<file path="src/tap_tempo_beat_clock_core_assert.svh">
// ----------------------------------------------------------------------------
// Tap tempo beat clock assertion macros
// Shared concurrent assertion forms, clocked on clk_i and disabled in reset.
// ----------------------------------------------------------------------------
`ifndef TAP_TEMPO_BEAT_CLOCK_CORE_ASSERT_SVH
`define TAP_TEMPO_BEAT_CLOCK_CORE_ASSERT_SVH

// Consequent must hold in the same cycle as the antecedent.
`define TTBC_ASSERT_IMPL(lbl, ante, cons, msg) \
  lbl: assert property (@(posedge clk_i) disable iff (!rst_ni) (ante) |-> (cons)) \
    else $error(msg);

// Consequent must hold in the cycle after the antecedent.
`define TTBC_ASSERT_NEXT(lbl, ante, cons, msg) \
  lbl: assert property (@(posedge clk_i) disable iff (!rst_ni) (ante) |=> (cons)) \
    else $error(msg);

`endif

</file>
<file path="src/ttbc_pkg.sv">
// ----------------------------------------------------------------------------
// Tap tempo beat clock package
// Widths, reset values, codes and helpers shared by the beat clock modules.
// ----------------------------------------------------------------------------
package ttbc_pkg;

  localparam int unsigned SrW      = 18;
  localparam int unsigned BufW     = 14;
  localparam int unsigned ModeW    = 3;
  localparam int unsigned TapOffW  = 13;
  localparam int unsigned TotInW   = 11;
  localparam int unsigned BarW     = 7;
  localparam int unsigned TempoW   = 10;
  localparam int unsigned IdxW     = 10;
  localparam int unsigned OffW     = 13;
  localparam int unsigned TimeW    = 32;
  localparam int unsigned SpbW     = 24;
  localparam int unsigned DivW     = 32;
  localparam int unsigned TapCntW  = 3;
  localparam int unsigned CfgIdxW  = 1;
  localparam int unsigned CfgDataW = 18;
  localparam int unsigned ProdW    = TempoW + BarW;

  // Reciprocal scaling for the division of a tapped rate by one hundred.
  localparam int unsigned CentiW      = 17;
  localparam int unsigned RecipW      = 18;
  localparam int unsigned RecipProdW  = CentiW + RecipW;
  localparam int unsigned RECIP_SHIFT = 24;

  localparam int unsigned MAX_LOOP_BEATS_DEF = 1024;

  localparam logic [SrW-1:0]     SR_RESET    = SrW'(48000);
  localparam logic [BufW-1:0]    BUF_RESET   = BufW'(256);
  localparam logic [TempoW-1:0]  TEMPO_RESET = TempoW'(120);
  localparam logic [BarW-1:0]    BAR_RESET   = BarW'(4);
  localparam logic [SpbW-1:0]    SPB_RESET   = SpbW'(24000);
  localparam logic [TempoW-1:0]  TEMPO_MIN   = TempoW'(1);
  localparam logic [TempoW-1:0]  TEMPO_MAX   = TempoW'(999);
  localparam logic [TapCntW-1:0] TAP_LAST    = TapCntW'(5);

  localparam logic [DivW-1:0] SEC_PER_MIN       = DivW'(60);
  localparam logic [DivW-1:0] CENTI_SEC_PER_MIN = DivW'(6000);
  localparam logic [DivW-1:0] TEMPO_SCALE       = DivW'(100);
  // Smallest scaled rate whose hundredth exceeds the top tempo.
  localparam logic [DivW-1:0] CENTI_TOP         = DivW'(100000);
  // 2^24 / 100 rounded up; exact for every scaled rate below CENTI_TOP.
  localparam logic [RecipW-1:0] RECIP_100       = RecipW'(167773);

  localparam logic [ModeW-1:0] MODE_TICK      = 3'd0;
  localparam logic [ModeW-1:0] MODE_TAP       = 3'd1;
  localparam logic [ModeW-1:0] MODE_CHANGE    = 3'd2;
  localparam logic [ModeW-1:0] MODE_STOP      = 3'd3;
  localparam logic [ModeW-1:0] MODE_SET_TEMPO = 3'd4;

  localparam logic [CfgIdxW-1:0] CFG_SAMPLE_RATE = 1'b0;
  localparam logic [CfgIdxW-1:0] CFG_BUFFER_SIZE = 1'b1;

  typedef enum logic [2:0] {
    ST_IDLE,
    ST_SPB,
    ST_POS,
    ST_INTV,
    ST_TEMPO,
    ST_DONE
  } ttbc_state_e;

  // Clamp a tempo value into the supported range of 1 to 999 beats per minute.
  function automatic logic [TempoW-1:0] sat_tempo(input logic [DivW-1:0] val);
    logic [TempoW-1:0] res;
    if (val < DivW'(TEMPO_MIN)) begin
      res = TEMPO_MIN;
    end else if (val > DivW'(TEMPO_MAX)) begin
      res = TEMPO_MAX;
    end else begin
      res = val[TempoW-1:0];
    end
    return res;
  endfunction

  // Saturated hundredth of a scaled rate. Values outside the tempo range are
  // clamped by compares; inside it a reciprocal multiplication does the divide.
  function automatic logic [TempoW-1:0] centi_to_tempo(input logic [DivW-1:0] val);
    logic [RecipProdW-1:0] prod;
    logic [TempoW-1:0]     res;
    prod = RecipProdW'(val[CentiW-1:0]) * RecipProdW'(RECIP_100);
    if (val < TEMPO_SCALE) begin
      res = TEMPO_MIN;
    end else if (val >= CENTI_TOP) begin
      res = TEMPO_MAX;
    end else begin
      res = prod[RECIP_SHIFT +: TempoW];
    end
    return res;
  endfunction

endpackage

</file>
<file path="src/ttbc_div.sv">
// ----------------------------------------------------------------------------
// Tap tempo beat clock divider
// Restoring radix-2 divider, one quotient bit per cycle, shared by all steps.
// ----------------------------------------------------------------------------
module ttbc_div #(
  parameter int unsigned W = ttbc_pkg::DivW
) (
  input  logic         clk_i,
  input  logic         rst_ni,
  input  logic         start_i,
  input  logic [W-1:0] dividend_i,
  input  logic [W-1:0] divisor_i,
  output logic         done_o,
  output logic [W-1:0] quot_o,
  output logic [W-1:0] rem_o
);

  localparam int unsigned CntW = (W > 1) ? $clog2(W) : 1;

  logic            busy_q;
  logic            done_q;
  logic [CntW-1:0] cnt_q;
  logic [W-1:0]    rem_q, rem_d;
  logic [W-1:0]    quot_q, quot_d;
  logic [W-1:0]    dvs_q;
  logic [W:0]      trial;
  logic [W:0]      diff;

  always_comb begin
    trial = {rem_q, quot_q[W-1]};
    diff  = trial - {1'b0, dvs_q};
    if (!diff[W]) begin
      rem_d  = diff[W-1:0];
      quot_d = {quot_q[W-2:0], 1'b1};
    end else begin
      rem_d  = trial[W-1:0];
      quot_d = {quot_q[W-2:0], 1'b0};
    end
  end

  always_ff @(posedge clk_i or negedge rst_ni) begin
    if (!rst_ni) begin
      busy_q <= 1'b0;
      done_q <= 1'b0;
      cnt_q  <= '0;
    end else begin
      done_q <= 1'b0;
      if (start_i) begin
        busy_q <= 1'b1;
        cnt_q  <= '0;
      end else if (busy_q) begin
        cnt_q <= cnt_q + CntW'(1);
        if (cnt_q == CntW'(W - 1)) begin
          busy_q <= 1'b0;
          done_q <= 1'b1;
        end
      end
    end
  end

  always_ff @(posedge clk_i) begin
    if (start_i) begin
      rem_q  <= '0;
      quot_q <= dividend_i;
      dvs_q  <= divisor_i;
    end else if (busy_q) begin
      rem_q  <= rem_d;
      quot_q <= quot_d;
    end
  end

  assign done_o = done_q;
  assign quot_o = quot_q;
  assign rem_o  = rem_q;

  `include "tap_tempo_beat_clock_core_assert.svh"

  `TTBC_ASSERT_IMPL(a_start_idle, start_i, !busy_q, "divider restarted mid-division")
  `TTBC_ASSERT_NEXT(a_done_pulse, done_q, !done_q, "divider done held longer than a cycle")
  `TTBC_ASSERT_NEXT(a_busy_runs, busy_q && !start_i && (cnt_q != CntW'(W - 1)), busy_q,
                    "divider stopped before the last quotient bit")

endmodule

</file>
<file path="src/tap_tempo_beat_clock_core.sv">
// ----------------------------------------------------------------------------
// Tap tempo beat clock core
// A running tick takes two divisions on the shared divider, samples per beat
// and then the beat position; a measuring tap takes the mean interval and then
// the tempo. With a zero beat divisor or a zero tap interval one division is needed.
// Every other transaction needs no division; result stalls add to the time taken.
// Reset is asynchronous, active low, and needs no clearing pass.
// ----------------------------------------------------------------------------
module tap_tempo_beat_clock_core #(
  parameter int unsigned MAX_LOOP_BEATS = ttbc_pkg::MAX_LOOP_BEATS_DEF
) (
  input  logic                           clk_i,
  input  logic                           rst_ni,
  // Configuration write channel.
  input  logic                           cfg_valid_i,
  output logic                           cfg_ready_o,
  input  logic [ttbc_pkg::CfgIdxW-1:0]   cfg_index_i,
  input  logic [ttbc_pkg::CfgDataW-1:0]  cfg_data_i,
  // Input transaction channel.
  input  logic                           in_valid_i,
  output logic                           in_stall_o,
  input  logic [ttbc_pkg::ModeW-1:0]     mode_i,
  input  logic [ttbc_pkg::TapOffW-1:0]   tap_offset_i,
  input  logic [ttbc_pkg::TotInW-1:0]    loop_total_beats_i,
  input  logic [ttbc_pkg::BarW-1:0]      loop_bar_beats_i,
  input  logic [ttbc_pkg::TempoW-1:0]    tempo_value_i,
  // Result transaction channel.
  output logic                           out_valid_o,
  input  logic                           out_stall_i,
  output logic                           beat_start_o,
  output logic [ttbc_pkg::IdxW-1:0]      beat_index_o,
  output logic [ttbc_pkg::OffW-1:0]      beat_offset_o,
  output logic                           loop_restarted_o,
  output logic                           running_o,
  output logic [ttbc_pkg::TempoW-1:0]    tempo_now_o
);

  // Width of the stored loop length, enough to hold MAX_LOOP_BEATS itself.
  localparam int unsigned TotW = $clog2(MAX_LOOP_BEATS + 1);
  localparam int unsigned DivW = ttbc_pkg::DivW;

  // --------------------------------------------------------------------------
  // State
  // --------------------------------------------------------------------------
  ttbc_pkg::ttbc_state_e st_q, st_d;

  logic [ttbc_pkg::SrW-1:0]     sample_rate_q;
  logic [ttbc_pkg::BufW-1:0]    buffer_size_q;

  logic                         is_running_q;
  logic                         pending_valid_q;
  logic                         tap_active_q;
  logic [ttbc_pkg::TimeW-1:0]   position_q;
  logic [ttbc_pkg::TimeW-1:0]   sample_time_q;
  logic [ttbc_pkg::TimeW-1:0]   tap_first_q;
  logic [ttbc_pkg::TapCntW-1:0] tap_cnt_q;
  logic [ttbc_pkg::TempoW-1:0]  act_tempo_q;
  logic [ttbc_pkg::TempoW-1:0]  pend_tempo_q;
  logic [TotW-1:0]              act_tot_q;
  logic [ttbc_pkg::BarW-1:0]    act_bar_q;
  logic [TotW-1:0]              pend_tot_q;
  logic [ttbc_pkg::BarW-1:0]    pend_bar_q;
  logic [ttbc_pkg::SpbW-1:0]    spb_hold_q;

  // Beat fields of the transaction in flight, collected while it is worked on.
  logic                         r_bstart_q;
  logic [ttbc_pkg::IdxW-1:0]    r_bidx_q;
  logic [ttbc_pkg::OffW-1:0]    r_boff_q;
  logic                         r_restart_q;

  // Output register, which parts the result channel from the sequencer.
  logic                         out_valid_q;
  logic                         out_bstart_q;
  logic [ttbc_pkg::IdxW-1:0]    out_bidx_q;
  logic [ttbc_pkg::OffW-1:0]    out_boff_q;
  logic                         out_restart_q;
  logic                         out_running_q;
  logic [ttbc_pkg::TempoW-1:0]  out_tempo_q;

  // --------------------------------------------------------------------------
  // Shared divider
  // --------------------------------------------------------------------------
  logic            div_start;
  logic [DivW-1:0] div_dividend;
  logic [DivW-1:0] div_divisor;
  logic            div_done;
  logic [DivW-1:0] div_quot;
  logic [DivW-1:0] div_rem;

  ttbc_div #(
    .W (DivW)
  ) u_div (
    .clk_i      (clk_i),
    .rst_ni     (rst_ni),
    .start_i    (div_start),
    .dividend_i (div_dividend),
    .divisor_i  (div_divisor),
    .done_o     (div_done),
    .quot_o     (div_quot),
    .rem_o      (div_rem)
  );

  // --------------------------------------------------------------------------
  // Helper terms
  // --------------------------------------------------------------------------
  logic                         in_accept;
  logic                         out_free;
  logic                         out_load;
  logic                         tick_run;
  logic                         tap_measure;
  logic [ttbc_pkg::ProdW-1:0]   beat_prod;
  logic [ttbc_pkg::ProdW-3:0]   beat_div;
  logic [ttbc_pkg::TimeW-1:0]   tap_time;
  logic [ttbc_pkg::TapCntW-1:0] tap_cnt_n;
  logic [ttbc_pkg::SpbW-1:0]    spb_sel;
  logic [DivW-1:0]              tot_clamp;
  logic                         past_end;
  logic [ttbc_pkg::TimeW-1:0]   pos_base;
  logic [ttbc_pkg::TimeW-1:0]   buf_ext;
  logic [ttbc_pkg::TempoW-1:0]  tap_tempo;

  assign in_accept = in_valid_i && !in_stall_o;
  assign out_free  = !out_valid_q || !out_stall_i;
  assign out_load  = (st_q == ttbc_pkg::ST_DONE) && out_free;

  assign tick_run    = (mode_i == ttbc_pkg::MODE_TICK) && is_running_q;
  assign tap_measure = (mode_i == ttbc_pkg::MODE_TAP) && tap_active_q &&
                       (tap_cnt_n != '0);

  // Beat divisor tempo*bar_beats/4; the quarter is a plain shift.
  assign beat_prod = ttbc_pkg::ProdW'(act_tempo_q) * ttbc_pkg::ProdW'(act_bar_q);
  assign beat_div  = beat_prod[ttbc_pkg::ProdW-1:2];

  assign tap_time  = sample_time_q + ttbc_pkg::TimeW'(tap_offset_i);
  assign tap_cnt_n = tap_cnt_q + ttbc_pkg::TapCntW'(1);
  assign buf_ext   = ttbc_pkg::TimeW'(buffer_size_q);

  // Tapped tempo: the scaled rate over the mean interval, then a hundredth of
  // it, taken by reciprocal multiplication and saturated to the tempo range.
  assign tap_tempo = ttbc_pkg::centi_to_tempo(div_quot);

  // A beat length that comes out as zero falls back to the last usable one.
  // The samples-per-beat quotient is always below 2^24, so the slice is exact.
  assign spb_sel = (div_quot == '0) ? spb_hold_q : div_quot[ttbc_pkg::SpbW-1:0];

  // Loop length saturates to 1..MAX_LOOP_BEATS.
  always_comb begin
    tot_clamp = DivW'(loop_total_beats_i);
    if (tot_clamp == '0) begin
      tot_clamp = DivW'(1);
    end else if (tot_clamp > DivW'(MAX_LOOP_BEATS)) begin
      tot_clamp = DivW'(MAX_LOOP_BEATS);
    end
  end

  // The beat index reaching or passing the loop length rewinds the loop.
  assign past_end = div_quot >= DivW'(act_tot_q);
  assign pos_base = past_end ? div_rem : position_q;

  // --------------------------------------------------------------------------
  // Sequencer: next state
  // --------------------------------------------------------------------------
  always_comb begin
    st_d = st_q;
    unique case (st_q)
      ttbc_pkg::ST_IDLE: begin
        if (in_accept) begin
          if (tick_run) begin
            st_d = (beat_div != '0) ? ttbc_pkg::ST_SPB : ttbc_pkg::ST_POS;
          end else if (tap_measure) begin
            st_d = ttbc_pkg::ST_INTV;
          end else begin
            st_d = ttbc_pkg::ST_DONE;
          end
        end
      end
      ttbc_pkg::ST_SPB: begin
        if (div_done) begin
          st_d = ttbc_pkg::ST_POS;
        end
      end
      ttbc_pkg::ST_POS: begin
        if (div_done) begin
          st_d = ttbc_pkg::ST_DONE;
        end
      end
      ttbc_pkg::ST_INTV: begin
        if (div_done) begin
          st_d = (div_quot == '0) ? ttbc_pkg::ST_DONE : ttbc_pkg::ST_TEMPO;
        end
      end
      ttbc_pkg::ST_TEMPO: begin
        if (div_done) begin
          st_d = ttbc_pkg::ST_DONE;
        end
      end
      ttbc_pkg::ST_DONE: begin
        if (out_free) begin
          st_d = ttbc_pkg::ST_IDLE;
        end
      end
      default: begin
        st_d = ttbc_pkg::ST_IDLE;
      end
    endcase
  end

  // --------------------------------------------------------------------------
  // Sequencer: outputs, which launch the divider with the next operands
  // --------------------------------------------------------------------------
  always_comb begin
    div_start    = 1'b0;
    div_dividend = '0;
    div_divisor  = '0;
    in_stall_o   = (st_q != ttbc_pkg::ST_IDLE);
    unique case (st_q)
      ttbc_pkg::ST_IDLE: begin
        if (in_accept && tick_run) begin
          div_start = 1'b1;
          if (beat_div != '0) begin
            // Samples per beat from rate*60 over the beat divisor.
            div_dividend = DivW'(sample_rate_q) * ttbc_pkg::SEC_PER_MIN;
            div_divisor  = DivW'(beat_div);
          end else begin
            div_dividend = position_q;
            div_divisor  = DivW'(spb_hold_q);
          end
        end else if (in_accept && tap_measure) begin
          // Mean interval between the first click and this one.
          div_start    = 1'b1;
          div_dividend = tap_time - tap_first_q;
          div_divisor  = DivW'(tap_cnt_n);
        end
      end
      ttbc_pkg::ST_SPB: begin
        if (div_done) begin
          div_start    = 1'b1;
          div_dividend = position_q;
          div_divisor  = DivW'(spb_sel);
        end
      end
      ttbc_pkg::ST_INTV: begin
        if (div_done && (div_quot != '0)) begin
          div_start    = 1'b1;
          div_dividend = DivW'(sample_rate_q) * ttbc_pkg::CENTI_SEC_PER_MIN;
          div_divisor  = div_quot;
        end
      end
      ttbc_pkg::ST_POS, ttbc_pkg::ST_TEMPO, ttbc_pkg::ST_DONE: begin
        div_start = 1'b0;
      end
      default: begin
        div_start = 1'b0;
      end
    endcase
  end

  assign cfg_ready_o = 1'b1;

  // --------------------------------------------------------------------------
  // Control and beat clock state
  // --------------------------------------------------------------------------
  always_ff @(posedge clk_i or negedge rst_ni) begin
    if (!rst_ni) begin
      st_q            <= ttbc_pkg::ST_IDLE;
      sample_rate_q   <= ttbc_pkg::SR_RESET;
      buffer_size_q   <= ttbc_pkg::BUF_RESET;
      is_running_q    <= 1'b0;
      pending_valid_q <= 1'b0;
      tap_active_q    <= 1'b0;
      position_q      <= '0;
      sample_time_q   <= '0;
      tap_first_q     <= '0;
      tap_cnt_q       <= '0;
      act_tempo_q     <= ttbc_pkg::TEMPO_RESET;
      pend_tempo_q    <= ttbc_pkg::TEMPO_RESET;
      act_tot_q       <= TotW'(1);
      act_bar_q       <= ttbc_pkg::BAR_RESET;
      pend_tot_q      <= TotW'(1);
      pend_bar_q      <= ttbc_pkg::BAR_RESET;
      spb_hold_q      <= ttbc_pkg::SPB_RESET;
      r_bstart_q      <= 1'b0;
      r_bidx_q        <= '0;
      r_boff_q        <= '0;
      r_restart_q     <= 1'b0;
      out_valid_q     <= 1'b0;
    end else begin
      st_q <= st_d;

      // The user must issue configuration writes only while the block is idle; it is not enforced.
      if (cfg_valid_i && cfg_ready_o) begin
        unique case (cfg_index_i)
          ttbc_pkg::CFG_SAMPLE_RATE: sample_rate_q <= cfg_data_i[ttbc_pkg::SrW-1:0];
          ttbc_pkg::CFG_BUFFER_SIZE: buffer_size_q <= cfg_data_i[ttbc_pkg::BufW-1:0];
          default: begin
          end
        endcase
      end

      if (out_load) begin
        out_valid_q <= 1'b1;
      end else if (!out_stall_i) begin
        out_valid_q <= 1'b0;
      end

      unique case (st_q)
        ttbc_pkg::ST_IDLE: begin
          if (in_accept) begin
            r_bstart_q  <= 1'b0;
            r_bidx_q    <= '0;
            r_boff_q    <= '0;
            r_restart_q <= 1'b0;
            unique case (mode_i)
              ttbc_pkg::MODE_TICK: begin
                sample_time_q <= sample_time_q + buf_ext;
              end
              ttbc_pkg::MODE_TAP: begin
                if (!tap_active_q) begin
                  // First click opens a measurement.
                  tap_first_q  <= tap_time;
                  tap_cnt_q    <= '0;
                  tap_active_q <= 1'b1;
                end else begin
                  tap_cnt_q <= tap_cnt_n;
                  if (tap_cnt_n >= ttbc_pkg::TAP_LAST) begin
                    tap_active_q <= 1'b0;
                  end
                end
              end
              ttbc_pkg::MODE_CHANGE: begin
                pend_tot_q      <= TotW'(tot_clamp);
                pend_bar_q      <= loop_bar_beats_i;
                pending_valid_q <= 1'b1;
                // An idle clock starts at once on the new loop.
                if (!is_running_q) begin
                  act_tempo_q  <= pend_tempo_q;
                  act_tot_q    <= TotW'(tot_clamp);
                  act_bar_q    <= loop_bar_beats_i;
                  position_q   <= '0;
                  is_running_q <= 1'b1;
                end
              end
              ttbc_pkg::MODE_STOP: begin
                pending_valid_q <= 1'b0;
              end
              ttbc_pkg::MODE_SET_TEMPO: begin
                pend_tempo_q <= ttbc_pkg::sat_tempo(DivW'(tempo_value_i));
              end
              default: begin
              end
            endcase
          end
        end
        ttbc_pkg::ST_SPB: begin
          if (div_done) begin
            spb_hold_q <= spb_sel;
          end
        end
        ttbc_pkg::ST_POS: begin
          if (div_done) begin
            if (past_end) begin
              // Loop end: rewind and take the pending tempo; take the pending loop if one is set, else stop.
              act_tempo_q <= pend_tempo_q;
              if (pending_valid_q) begin
                act_tot_q   <= pend_tot_q;
                act_bar_q   <= pend_bar_q;
                r_restart_q <= 1'b1;
              end else begin
                is_running_q <= 1'b0;
              end
            end
            if (!past_end || pending_valid_q) begin
              r_bidx_q   <= past_end ? '0 : div_quot[ttbc_pkg::IdxW-1:0];
              position_q <= pos_base + buf_ext;
              if (div_rem < buf_ext) begin
                r_bstart_q <= 1'b1;
                r_boff_q   <= div_rem[ttbc_pkg::OffW-1:0];
              end
            end else begin
              position_q <= div_rem;
            end
          end
        end
        ttbc_pkg::ST_TEMPO: begin
          if (div_done) begin
            act_tempo_q  <= tap_tempo;
            pend_tempo_q <= tap_tempo;
          end
        end
        ttbc_pkg::ST_INTV, ttbc_pkg::ST_DONE: begin
        end
        default: begin
        end
      endcase
    end
  end

  // Result payload: loaded once all state of the transaction has settled.
  always_ff @(posedge clk_i) begin
    if (out_load) begin
      out_bstart_q  <= r_bstart_q;
      out_bidx_q    <= r_bidx_q;
      out_boff_q    <= r_boff_q;
      out_restart_q <= r_restart_q;
      out_running_q <= is_running_q;
      out_tempo_q   <= act_tempo_q;
    end
  end

  assign out_valid_o      = out_valid_q;
  assign beat_start_o     = out_bstart_q;
  assign beat_index_o     = out_bidx_q;
  assign beat_offset_o    = out_boff_q;
  assign loop_restarted_o = out_restart_q;
  assign running_o        = out_running_q;
  assign tempo_now_o      = out_tempo_q;

  // --------------------------------------------------------------------------
  // Assertions
  // --------------------------------------------------------------------------
  `include "tap_tempo_beat_clock_core_assert.svh"

  `TTBC_ASSERT_IMPL(a_div_done_state, div_done,
                    (st_q == ttbc_pkg::ST_SPB) || (st_q == ttbc_pkg::ST_POS) ||
                    (st_q == ttbc_pkg::ST_INTV) || (st_q == ttbc_pkg::ST_TEMPO),
                    "divider finished outside a division step")
  `TTBC_ASSERT_IMPL(a_tap_cnt_range, 1'b1, tap_cnt_q <= ttbc_pkg::TAP_LAST,
                    "tap count beyond the last click")
  `TTBC_ASSERT_IMPL(a_restart_running, out_valid_q && (out_restart_q || out_bstart_q),
                    out_running_q, "beat reported while the clock is stopped")
  `TTBC_ASSERT_NEXT(a_done_to_idle, out_load, st_q == ttbc_pkg::ST_IDLE,
                    "sequencer did not return to idle after loading a result")

endmodule
</file>
<file path="config.mk">
export PLATFORM = sky130hd
export DESIGN_NAME = tap_tempo_beat_clock_core
export DESIGN_NICKNAME = d
export VERILOG_FILES = /design/src/ttbc_pkg.sv /design/src/ttbc_div.sv /design/src/tap_tempo_beat_clock_core.sv
export VERILOG_INCLUDE_DIRS = /design/src /design/src/src
export SDC_FILE = /design/constraint.sdc
export NUM_CORES = 2
export LEC_CHECK = 0
export BUFFER_PORTS_ARGS = -buffer_cell sky130_fd_sc_hd__buf_2
export CORE_MARGIN = 1
export CORE_UTILIZATION = 54
export DETAILED_ROUTE_END_ITERATION = 7
export PLACE_DENSITY = 0.8
export SYNTH_ARGS = -nofsm -noshare
export SYNTH_HDL_FRONTEND = slang
export SYNTH_SLANG_ARGS = --single-unit
</file>
<file path="constraint.sdc">
create_clock -name clk_i -period 7.7 [get_ports clk_i]
set_clock_uncertainty 0.15 [all_clocks]
set_input_delay 1.54 -clock clk_i [delete_from_list [all_inputs] [get_ports clk_i]]
set_output_delay 1.54 -clock clk_i [all_outputs]
set_load 0.01 [all_outputs]
</file>
======== After elaboration in Yosys (flattened, before gate mapping) ========
Index checks and enable logic that the tools add are counted.
operators by class
  add/sub/neg operators ................... 7
  multipliers ............................. 4
  magnitude comparators ................... 8
  equality and inequality tests ........... 26
  mux-type cells .......................... 108
  bitwise gates (word level) .............. 2
  reductions and logical operators ........ 45
operators with widths
  kind                    number
  $mux 32                 15
  $pmux 32 s3             2
  $mux 10                 16
  $mux 11                 8
  $mux 24                 3
  $add 32x14->32          2
  $pmux 32 s2             1
  $mux 13                 4
  $mux 7                  6
  $pmux 10 s2             2
  $mul 17x18->34 const B  1
  $sub 33x32->33          1
  $add 32x13->32          1
  $ge 32x11->1            1
  $ge 32x17->1 const B    1
  $logic_not 32->1        1
  $lt 32x14->1            1
  $lt 32x7->1 const B     1
  $reduce_bool 32->1      1
  $sub 32x32->32          1
  $mux 31                 1
  $pmux 10 s3             1
  $mux 1                  28
  $mul 18x9->27 const B   1
  39 further kinds        100
word-level totals
  register bits after elaboration ......... 382
  input bits .............................. 68
  word-level logic and storage cells ...... 234

======== Depth between registers and ports, before layout ========
  depth after elaboration ................. 8
  depth in mapped cells ................... 23

======== Modules after synthesis ========
Synthesis repeated with hierarchy kept, for this count alone.
unflattened totals
  cells, all modules ...................... 3,931
  area, all modules ....................... 36,202.2 um2
by module, submodules not included
  module                     instances  cells an instance  area an instance (um2)
  tap_tempo_beat_clock_core  1          3,403              30,435.4
  ttbc_div                   1          528                5,766.8

======== Least setup slack after synthesis ========
Ideal clock, no wire load.
  kind .................................... input-to-reg
  start ................................... input tap_offset_i[0] in the netlist's numbering
  end ..................................... register u_div.quot_q[31], in the netlist u_div.quot_o[31], data pin
  setup time .............................. 0.135 ns
  arrival time ............................ 6.290 ns
  setup slack ............................. 1.125 ns
  cell stages on the path ................. 23
  path through ............................ ha_1 inv_1 fa_1 nor2b_1 o21ai_0 a21boi_0 o21ai_0 a21boi_0 o21ai_0 a31oi_1 xor2_1 ha_1 buf_6 a21oi_2 o21ai_0 a2111oi_1 o22ai_1 o41ai_2 o21ai_1 a221o_1 a21o_1 or3_1 nand3_1
on the way
  word-level cells in the longest chain between the ends .. 6
ends and longest elaborated chain
  item                         RTL line                          RTL
  from (decl)                  tap_tempo_beat_clock_core.sv:23   input logic [ttbc_pkg::TapOffW-1:0] tap_offset_i,
  $add 32x13->32               tap_tempo_beat_clock_core.sv:134  assign tap_time = sample_time_q + ttbc_pkg::TimeW'(tap_offset_i);
  named net tap_time, one bit  tap_tempo_beat_clock_core.sv:113  logic [ttbc_pkg::TimeW-1:0] tap_time;
  $sub 32x32->32               tap_tempo_beat_clock_core.sv:231  div_dividend = tap_time - tap_first_q;
  $mux 32                      tap_tempo_beat_clock_core.sv:228  end else if (in_accept && tap_measure) begin
  $mux 32                      tap_tempo_beat_clock_core.sv:218  if (in_accept && tick_run) begin
  $pmux 32 s3                  tap_tempo_beat_clock_core.sv:216  unique case (st_q)
  $mux 32                      ttbc_div.sv:62                    if (start_i) begin
  to (signal assigned)         ttbc_div.sv:64                    quot_q <= dividend_i;
  to (signal assigned)         ttbc_div.sv:68                    quot_q <= quot_d;
  to (decl)                    ttbc_div.sv:24                    logic [W-1:0] quot_q, quot_d;
The timed path passes the listed nets, and every way through them passes these cells.
A chain may end at the register's enable or synchronous reset.

======== Worst setup path after layout ========
  start ................................... register u_div.quot_q[4], in the netlist u_div.quot_o[4]
  end ..................................... register act_tempo_q[9] in the netlist's numbering
on the way
  word-level cells in the longest chain between the ends .. 5
ends and longest elaborated chain
  item                                                   RTL line                          RTL
  $mul 17x18->34 / $ge 32x17->1 (equally long branches)  ttbc_pkg.sv:85, ttbc_pkg.sv:88
  $mux 10                                                ttbc_pkg.sv:88                    end else if (val >= CENTI_TOP) begin
  $mux 10                                                ttbc_pkg.sv:86                    if (val < TEMPO_SCALE) begin
  $mux 10                                                tap_tempo_beat_clock_core.sv:385  if (div_done) begin
  $pmux 10 s3                                            tap_tempo_beat_clock_core.sv:306  unique case (st_q)
  to (signal assigned)                                   tap_tempo_beat_clock_core.sv:336  act_tempo_q <= pend_tempo_q;
  to (signal assigned)                                   tap_tempo_beat_clock_core.sv:363  act_tempo_q <= pend_tempo_q;
  to (signal assigned)                                   tap_tempo_beat_clock_core.sv:386  act_tempo_q <= tap_tempo;
  to (decl)                                              tap_tempo_beat_clock_core.sv:57   logic [ttbc_pkg::TempoW-1:0] act_tempo_q;
Several ways; a longest one is shown, not always the timed one. The select of a mux whose other input is x is not followed.

==> results.md <==
- The leading register cell type out of synthesis is sky130_fd_sc_hd__dfrtp_1.
- The cell class contributing the biggest share of worst-path delay is adder cells.
- The count of flip-flops with a built-in enable after synthesis is 100.
- The final critical path takes up 90.0% of the cycle.
- The flip-flop and latch count after synthesis is 382.
- The run finished with clean final reports.
- In the synthesized netlist, the number of instances is 3839.
- The start-to-end type of the worst setup path is reg2reg.
- The share of flip-flops with an asynchronous set or reset is 65.4%.
- Clock tree synthesis inserted a total of 43 buffers.
- The number of gates resized after CTS is 0.
- In this run the standard cell core region covers 64700 um2.
- The fraction of synthesized cell area taken by the top area cell type is 15.7%.
- The area growth from synthesis to layout is 8.27%.
- Routability-driven placement finished with a final weighted congestion of 0.991.
- The leftover overflow at the end of global routing is 0.
- The worst setup slack after placement is 710 ps.
- The number of maximum-capacitance constraint violations is 0.
- Setup slack on the critical path of the routed design comes to 773 ps.
- The worst setup path is launched from a flop.
- For the final routed database, the setup TNS stands at 0 ps.
- The maximum frequency from static timing analysis is 144 MHz.
- In this run, the number of DRC markers left after iteration 0 of detailed routing was 3142.
- The count of input and output buffers is 105.
- After synthesis, the most frequently instantiated cells are sky130_fd_sc_hd__inv_1 (537), sky130_fd_sc_hd__nand2_1 (418), sky130_fd_sc_hd__ha_1 (411).
- The height of the die is 259 um.
- TritonCTS built the clock tree.
- The number of hold violations in the final report is 0.
- The maximum buffer depth of the clock tree is 3.
- The mean number of vias per cell is 6.01.
- The overall die area is 66900 um2.
- The DRC violations left is 0.
- The number of cell rows is 93.
- The post-synthesis net count is 4565.
- Yosys attributes the largest share of cell area to sky130_fd_sc_hd__dfrtp_1 (16%), sky130_fd_sc_hd__ha_1 (14%), sky130_fd_sc_hd__fa_1 (14%).
- Of all nets on the critical path, the largest fanout is 8.
- The I/O pin count is 107.
- On the critical path, the stage with the largest delay is an instance of sky130_fd_sc_hd__fa_1.
- Once the clock tree was built, the setup fixing pass inserted 0 buffers.
- The slew of the pin with the lowest slew margin is 1160 ps.
- The first global-routing pass estimated 155 mm of wire.
- The arrival time of the worst setup path is 7190 ps.
- The critical path required time is 7960 ps.
- The via count of the first global-routing pass came to 28154.
- In this run the horizontal extent of the chip is 259 um.
- The netlist area before placement is 35600 um2.
- Across all layers, the routed design uses 28784 vias.
- Global routing used 29.5% of the available tracks.
- The clock-pin slew on the worst setup and hold paths is 60 ps.
- The most used standard cell by instance count after synthesis is sky130_fd_sc_hd__inv_1.
- The largest single stage delay on the critical path is 620 ps.
- The sort of element at the end of the critical path is a flop.
- The starting density of the core is 55.0%.
- The average wire per cell in the routed design is 20.4 um.
- The number of unique standard cell types used by synthesis is 99.
- The count of H-tree levels built during CTS is 2.
- The total number of nets in the final design is 4628.
- The total of warnings raised by yosys is 0.
- The number of nets with antenna violations after detailed routing is 0.
- The number of pins with negative max-slew slack in the final report was 0.
- The number of buffer and inverter stages on the critical path is 6.
- The final count of negative-setup-slack endpoints is 0.
- For the worst-skew pair, the clock arrives at the later sink with an insertion delay of 600 ps.
- The detailed-router iteration count before antenna repair is 8.
- The critical path goes through fa_1, inv_1, fa_1, inv_1, fa_1, inv_1, fa_1, inv_1, fa_1, inv_1, fa_1, inv_1, ha_1, and4_1, a21o_1, a211oi_1, o211ai_1, a221o_1, a41oi_1, nor2b_1, xnor2_1, o21ai_0, a31oi_1.
- Summed over all layers, the routed wires come to 97.7 mm.
- The cell at the root of the clock tree is sky130_fd_sc_hd__clkbuf_16.
- The post-route netlist has 9.02% of its cells at a drive strength greater than 1.
- The wire-length estimate of the detail-placed layout is 75.9 mm.
- Setup repair after global routing left no endpoint under its margin.
- Of all cell types, the one taking the most synthesized area is sky130_fd_sc_hd__dfrtp_1.
- The number of antenna violations at the first check in global routing is 1.
- The total number of clock tree sinks is 382.
- After clock tree synthesis, the flow added hold-fix buffers numbering 0.
- The average cell area after synthesis is 9.26 um2.
- The proportion of synthesized chip area in sequential cells is 27.9%.
- After filler insertion, the fill cell instance count of the layout stands at 5524.
- The pin count of the biggest net entering global routing is 160.
- In this run the worst hold path is classified as reg2reg.
- The headroom to the max-slew limit is 22.7%.
- The shortest period the worst path allows is 6930 ps.
[per-stage QoR]
stage	hold slack, ps	instance area, um2	std cells	util, %
2_1_floorplan	271	35600	3839	-
4_1_cts	295	38500	4792	59.5
3_5_place_dp	281	37000	4712	57.2
6_report	294	38500	4793	59.5
3_3_place_gp	279	37000	4712	57.2
5_1_grt	301	38500	4792	59.5
[path summary, 6_finish.rpt]
check | slack (ps) | end | from | cells past startpoint
min in group asynchronous | 820 | r_bidx_q[9]$_DFFE_PN0P_ | rst_ni | 1
min reg2reg | 290 | beat_offset_o[4]$_DFFE_PP_ | r_boff_q[4]$_DFFE_PN0P_ | 0
max | 770 | act_tempo_q[9]$_DFFE_PN0P_ | u_div.quot_o[4]$_DFFE_PP_ | 23
max reg2reg | 770 | act_tempo_q[9]$_DFFE_PN0P_ | u_div.quot_o[4]$_DFFE_PP_ | 23
max in group asynchronous | 5110 | buffer_size_q[2]$_DFFE_PN0P_ | rst_ni | 2
min | 290 | beat_offset_o[4]$_DFFE_PP_ | r_boff_q[4]$_DFFE_PN0P_ | 0
[logic make-up (layout without fill, tap and decap cells)]
kind of cell,Yosys count,count (layout),synth area share [%]
AO/OA/AOI/OAI,853,853,15.6
XOR/XNOR,195,195,4.80
adder cells (fa/ha/maj),658,658,28.4
buffers and inverters,663,761,7.19
flip-flops,382,382,27.9
multiplexers,114,114,3.47
other,1,2,0.0105
AND/OR/NAND/NOR,973,973,12.6
[layout by cell type (no fill, tap or decap), types with 17 or more instances in the layout]
cell / count
sky130_fd_sc_hd__a21oi_1: 175
sky130_fd_sc_hd__inv_1: 536
sky130_fd_sc_hd__a21o_1: 68
sky130_fd_sc_hd__buf_2: 104
sky130_fd_sc_hd__dfstp_2: 27
sky130_fd_sc_hd__xor2_1: 80
sky130_fd_sc_hd__nand3_1: 70
sky130_fd_sc_hd__o21a_1: 24
sky130_fd_sc_hd__nor2_1: 201
sky130_fd_sc_hd__dfxtp_1: 32
sky130_fd_sc_hd__o21ai_0: 236
sky130_fd_sc_hd__o31ai_1: 17
sky130_fd_sc_hd__dfrtp_1: 223
sky130_fd_sc_hd__edfxtp_1: 100
sky130_fd_sc_hd__nand2_1: 418
sky130_fd_sc_hd__nor3_1: 51
sky130_fd_sc_hd__a22o_1: 24
sky130_fd_sc_hd__nand4_1: 26
sky130_fd_sc_hd__o211ai_1: 25
sky130_fd_sc_hd__nor2b_1: 24
sky130_fd_sc_hd__and3_1: 20
sky130_fd_sc_hd__a31oi_1: 76
sky130_fd_sc_hd__buf_4: 38
sky130_fd_sc_hd__xnor2_1: 114
sky130_fd_sc_hd__and2_1: 44
sky130_fd_sc_hd__nand2b_1: 37
sky130_fd_sc_hd__mux2_2: 72
sky130_fd_sc_hd__a211oi_1: 20
sky130_fd_sc_hd__clkbuf_16: 43
sky130_fd_sc_hd__ha_1: 411
sky130_fd_sc_hd__mux2i_1: 39
sky130_fd_sc_hd__a222oi_1: 19
sky130_fd_sc_hd__fa_1: 247
[worst reg2reg max path, stage by stage, from the launching register on]
cell                       delay [ps]
sky130_fd_sc_hd__edfxtp_1         570
sky130_fd_sc_hd__fa_1             630
sky130_fd_sc_hd__inv_1             70
sky130_fd_sc_hd__fa_1             480
sky130_fd_sc_hd__inv_1             50
sky130_fd_sc_hd__fa_1             510
sky130_fd_sc_hd__inv_1             50
sky130_fd_sc_hd__fa_1             490
sky130_fd_sc_hd__inv_1             60
sky130_fd_sc_hd__fa_1             530
sky130_fd_sc_hd__inv_1             50
sky130_fd_sc_hd__fa_1             520
sky130_fd_sc_hd__inv_1             50
sky130_fd_sc_hd__ha_1             320
sky130_fd_sc_hd__and4_1           210
sky130_fd_sc_hd__a21o_1           170
sky130_fd_sc_hd__a211oi_1         350
sky130_fd_sc_hd__o211ai_1         240
sky130_fd_sc_hd__a221o_1          400
sky130_fd_sc_hd__a41oi_1          240
sky130_fd_sc_hd__nor2b_1          180
sky130_fd_sc_hd__xnor2_1           80
sky130_fd_sc_hd__o21ai_0          220
sky130_fd_sc_hd__a31oi_1          110
[registers in the layout, indices dropped and copies added, names as in the netlist, 5 cells and up]
signal / count
buffer_size_q: 14
sample_time_q: 32
beat_offset_o: 13
u_div.cnt_q: 5
u_div.dvs_q: 32
tap_first_q: 32
r_bidx_q: 10
pend_tempo_q: 10
r_boff_q: 13
u_div.quot_o: 32
act_tot_q: 11
sample_rate_q: 18
position_q: 32
act_bar_q: 7
u_div.rem_o: 32
beat_index_o: 10
tempo_now_o: 10
spb_hold_q: 24
act_tempo_q: 10
pend_tot_q: 11
pend_bar_q: 7
[cell type report]
type                            count  area, um2  area share, %
Clock buffer                       63       1220           3.17
Inverter                          537       2020           5.24
Multi-Input combinational cell   2794      23100           60.1
Sequential cell                   382       9930           25.8
Clock inverter                     17        270          0.702
Timing Repair Buffer              144        841           2.18
Antenna cell                        1       2.50        0.00650
Tap cell                          855       1070           2.78
[layer usage]
layer  vias to the layer above  wire length, um  global-route usage, %
met5                         -                0                      0
met4                         0             5220                   14.3
met3                       265             8860                   4.69
met1                     13973            39700                   39.8
li1                      13307                -                      -
met2                      1239            43900                   46.4
Power is not shown: default switching activity piles up to over one toggle a cycle in this logic, so the estimate is an artifact.
